[src/hw/rtl/srl_ram.sv]
// ----------------------------------------------------------------------------
// srl_ram: generic single-port-write, single-port-read RAM
// One write and one registered read per cycle.
// ----------------------------------------------------------------------------
module srl_ram #(
	parameter int WIDTH = 8,
	parameter int DEPTH = 16
) (
	input  logic                                      clk,
	input  logic                                      we,
	input  logic [((DEPTH > 1) ? $clog2(DEPTH) : 1)-1:0] waddr,
	input  logic [WIDTH-1:0]                          wdata,
	input  logic [((DEPTH > 1) ? $clog2(DEPTH) : 1)-1:0] raddr,
	output logic [WIDTH-1:0]                          rdata
);

	logic [WIDTH-1:0] mem [DEPTH];

	// write port and registered read port
	always_ff @(posedge clk) begin
		if (we) begin
			mem[waddr] <= wdata;
		end
		rdata <= mem[raddr];
	end

endmodule

[config.mk]
export PLATFORM = sky130hd
export DESIGN_NAME = srl_ram
export DESIGN_NICKNAME = d
export VERILOG_FILES = /design/src/hw/rtl/srl_ram.sv
export SDC_FILE = /design/constraint.sdc
export NUM_CORES = 1
export LEC_CHECK = 0
export ABC_AREA = 1
export BUFFER_PORTS_ARGS = -buffer_cell sky130_fd_sc_hd__buf_4
export CAP_MARGIN = 20
export CORE_UTILIZATION = 60
export CTS_BUF_LIST = sky130_fd_sc_hd__clkbuf_8
export CTS_CLUSTER_DIAMETER = 80
export DETAILED_ROUTE_END_ITERATION = 7
export PLACE_DENSITY = 0.76
export SLEW_MARGIN = 10
export SYNTH_ARGS = -nofsm -noshare
export SYNTH_HDL_FRONTEND = slang
export SYNTH_SLANG_ARGS = --single-unit
[constraint.sdc]
create_clock -name clk -period 3.08 [get_ports clk]
set_input_delay 0.462 -clock clk [delete_from_list [all_inputs] [get_ports clk]]
set_output_delay 0.462 -clock clk [all_outputs]
set_load 0.05 [all_outputs]
-- Word-level counts from Yosys, hierarchy flattened
Memory sizes are Yosys's and may differ from the RTL's. A register that Yosys moved wholly into a read port is not among the register bits.
Cells that the tools add are included.
- multiplexer cells: 2
- operators by type and width (kind ; count):
    1-bit two-way mux ; 2
- bits of input ports: 18
- memories kept: 1
- output and inout port bits: 8
- logic and storage cells: 3
- register bits: 0
- memory bits (writable): 128
- memory list (name ; words ; bits a word ; read ports ; clocked after memory_dff ; wr ports ; line ; source):
    mem ; 16 ; 8 ; 1 ; 1 ; 1 ; 17 ; logic [WIDTH-1:0] mem [DEPTH];

-- Logic depth before layout (Yosys ltp)
- depth in word-level cells: 2
- depth in mapped cells: 8

-- Worst setup path before layout
Ideal clock, no wire load.
- path kind: input to register
- start: input port waddr[2] (netlist bit)
- end: memory mem[10][0] (enable)
- cell stages on the path: 2
- path slack: 1.667 ns
- path buffers: 0
- setup time: 0.370 ns
- required time: 2.710 ns
- data arrival time: 1.043 ns
- cell sequence: nand3b_1 > nor2_1
- RTL lines (element ; line ; source):
    start, declared ; 11 ; input logic [((DEPTH > 1) ? $clog2(DEPTH) : 1)-1:0] waddr,
    end, declared ; 17 ;
Straight into the memory's write port.

==> run_results.csv <==
group,metric,value,unit
run_status,run_status,"complete, no violations",
worst_setup_path,critPathTopFamily,"buffers and inverters",
clocking,clock_path_buffers,2,
timing,fin_tns_setup,0,ns
logic_synthesis,syn_area,5770,um^2
clocking,htree_levels,4,
clocking,clkTransAtPathRegs,0.08,ns
logic_synthesis,synth.distinct_cells,12,
logic_synthesis,syn_area_per_cell,10.5,um^2
logic_synthesis,synth_warnings,0,
clocking,insertion_delay,0.42,ns
power_and_ir_drop,power_density,593,nW/um^2
hold_path,hold_class,"primary input to flip-flop",
timing,min_period,1.73,ns
logic_synthesis,yosysTopAreaCellShare,66.7,%
worst_setup_path,critical_path_class,"primary input to flip-flop",
global_route,grt_max_degree,66,
worst_setup_path,worst-path-max-fanout,65,
cells_and_area,areaGrowthSynthToFinish,10.2,%
routing,first_pass_iters,7,
logic_synthesis,synth_nets,569,
clocking,cts_setup_buffers,0,
floorplanning,ios,26,
worst_setup_path,critPathRequiredTime,3.44,ns
routing,avgViaCountPerCell,5.26,
worst_setup_path,endpoint_kind,"flip-flop",
global_route,grt-ovfl-total,0,
logic_synthesis,synth_cells,551,
worst_setup_path,crit_path_top_delay_cell,"buf_4",
clocking,cts_root_buf,"clkbuf_8",
routing,dr_total_vias,3753,
clocking,cts_hold_buf,0,
floorplanning,initial_utilization,62.1,%
clocking,cts_tree,"built",
logic_synthesis,synth-seq-cells,136,
global_route,grt_usage,25.7,%
worst_setup_path,worstPathArrival,2.09,ns
worst_setup_path,cp_cell_sequence,"buf_4, inv_2, buf_12, nand2_1, nand3_1, nand3_1, nand3_1, nand2_1",
timing,finalCritPeriodShare,56.1,%
floorplanning,die_h,100,um
logic_synthesis,yosysTopAreaCell,"edfxtp_1",
flow_run,cap_violations,0,
power_and_ir_drop,power,0.00377,W
routing,drtAntennaViolNets,0,
place,gp_congestion,0.816,
clocking,cts_buffers,17,
floorplanning,rows,35,
logic_synthesis,synth_edf_count,128,
global_route,grt_pass1_wl,18.5,mm
logic_synthesis,synthTopCellsByCount,"nand2_1 (173), edfxtp_1 (128), inv_1 (100), nand3_1 (97), nor2_1 (17)",
global_route,antenna_found_initial,0,
cells_and_area,antennaDiodeCount,0,
timing,fmax,578,MHz
logic_synthesis,yosysMostFrequentCell,"nand2_1",
worst_setup_path,cp_num_buf_inv,3,
routing,wl_per_cell,16.6,um
logic_synthesis,ys_top_cells_by_area,"edfxtp_1 (67%), nand2_1 (11%), nand3_1 (8.4%), inv_1 (6.5%), dfxtp_1 (2.8%)",
logic_synthesis,ys.flop_type,"edfxtp_1",
timing,fin_skew,0.0112,ns
worst_setup_path,worstSetupStartpointType,"primary input",
clocking,ctsResizeCount,0,
timing,rsz0062_at_grt,"no",
global_route,grt_pass1_vias,3584,
cells_and_area,finalNetCount,590,
floorplanning,die_area,10000,um^2
power_and_ir_drop,leakage,2.73,nW
floorplanning,dieWidth,100,um
floorplanning,core,9280,um^2
timing,slew_violations,0,
routing,drt-total-wl,11.8,mm
routing,drt-initial-drc-count,303,
timing,relSlewSlack,40.1,%
routing,route.detailed.drc,0,
timing,tightest_slew,0.896,ns
place,port_buffers,25,
power_and_ir_drop,max-vdd-ir-drop,473,uV
timing,setup_viol,0,
worst_setup_path,cp_common_cell,"nand3_1",
timing,hold_viol,0,
cells_and_area,drive_above_1_share,10.1,%
place,hpwl,7.28,mm
logic_synthesis,synth_seq_area_share,69.4,%
worst_setup_path,slowest_delay,0.50,ns
logic_synthesis,async_reset_ff_share,0,%
clocking,cts_sinks,136,
-- final timing paths --
check | cells past startpoint | from | end | slack (ns)
hold / removal | 1 | wdata[4] | mem[11][4] | 0.36
setup reg to reg | 6 | mem[7][6] | rdata[6] | 2.01
setup / recovery | 8 | raddr[0] | rdata[6] | 1.35
hold reg to reg | 6 | mem[10][3] | rdata[3] | 0.65
-- through the flow --
step	cell area [um^2]	cells	hold WS, ns	setup WS [ns]	util [%]
after floorplan	5770	551	0.561	1.67	-
after global placement	5950	681	0.631	0.734	64.1
after detailed placement	5950	681	0.644	0.712	64.1
after CTS	6340	713	0.352	1.12	68.2
after global routing	6360	714	0.355	1.22	68.5
final	6360	714	0.364	1.35	68.5
-- power by group --
group	switching, W	internal (W)
sequential	0.0000134	0.00207
combinational	0.000210	0.0000797
clock	0.000682	0.000720
total	0.000906	0.00287
-- registers in the layout, indices dropped and copies added, names as in the netlist --
register	flops
mem	128
rdata	8
-- per-layer routing --
layer | GRT usage [%] | share of wire, %
met2 | 41.3 | 48
met1 | 32.9 | 41
met4 | 12.6 | 3.7
met5 | 0 | 0
met3 | 6.48 | 7.8
-- cell type report --
type / count / area, um^2
sequential: 136 / 4000
fill: 704 / 2930
multi-input combinational: 289 / 1210
inverter: 102 / 383
clock buffer: 17 / 234
timing repair buffer: 26 / 208
tap: 129 / 161
clock inverter: 15 / 153
-- cells by family (layout without fill, tap and decap cells) --
kind of cell | after synthesis | after routing | synth area share (%)
simple gates | 289 | 289 | 21.0
flops | 136 | 136 | 69.4
buf+inv | 126 | 160 | 9.52
-- placed cells by master, fill, tap and decap left out, types with 2 or more instances in the layout --
cell type     n
edfxtp_1    128
clkinv_4      2
clkinvlp_4    4
nand2_1     173
clkbuf_8     17
nand3_1      97
nand3b_1      2
inv_6         3
buf_4        25
dfxtp_1       8
clkinv_2      3
bufinv_16     2
nor2_1       17
inv_1       100
inv_2         2
Power figures use the tool's default switching activity.
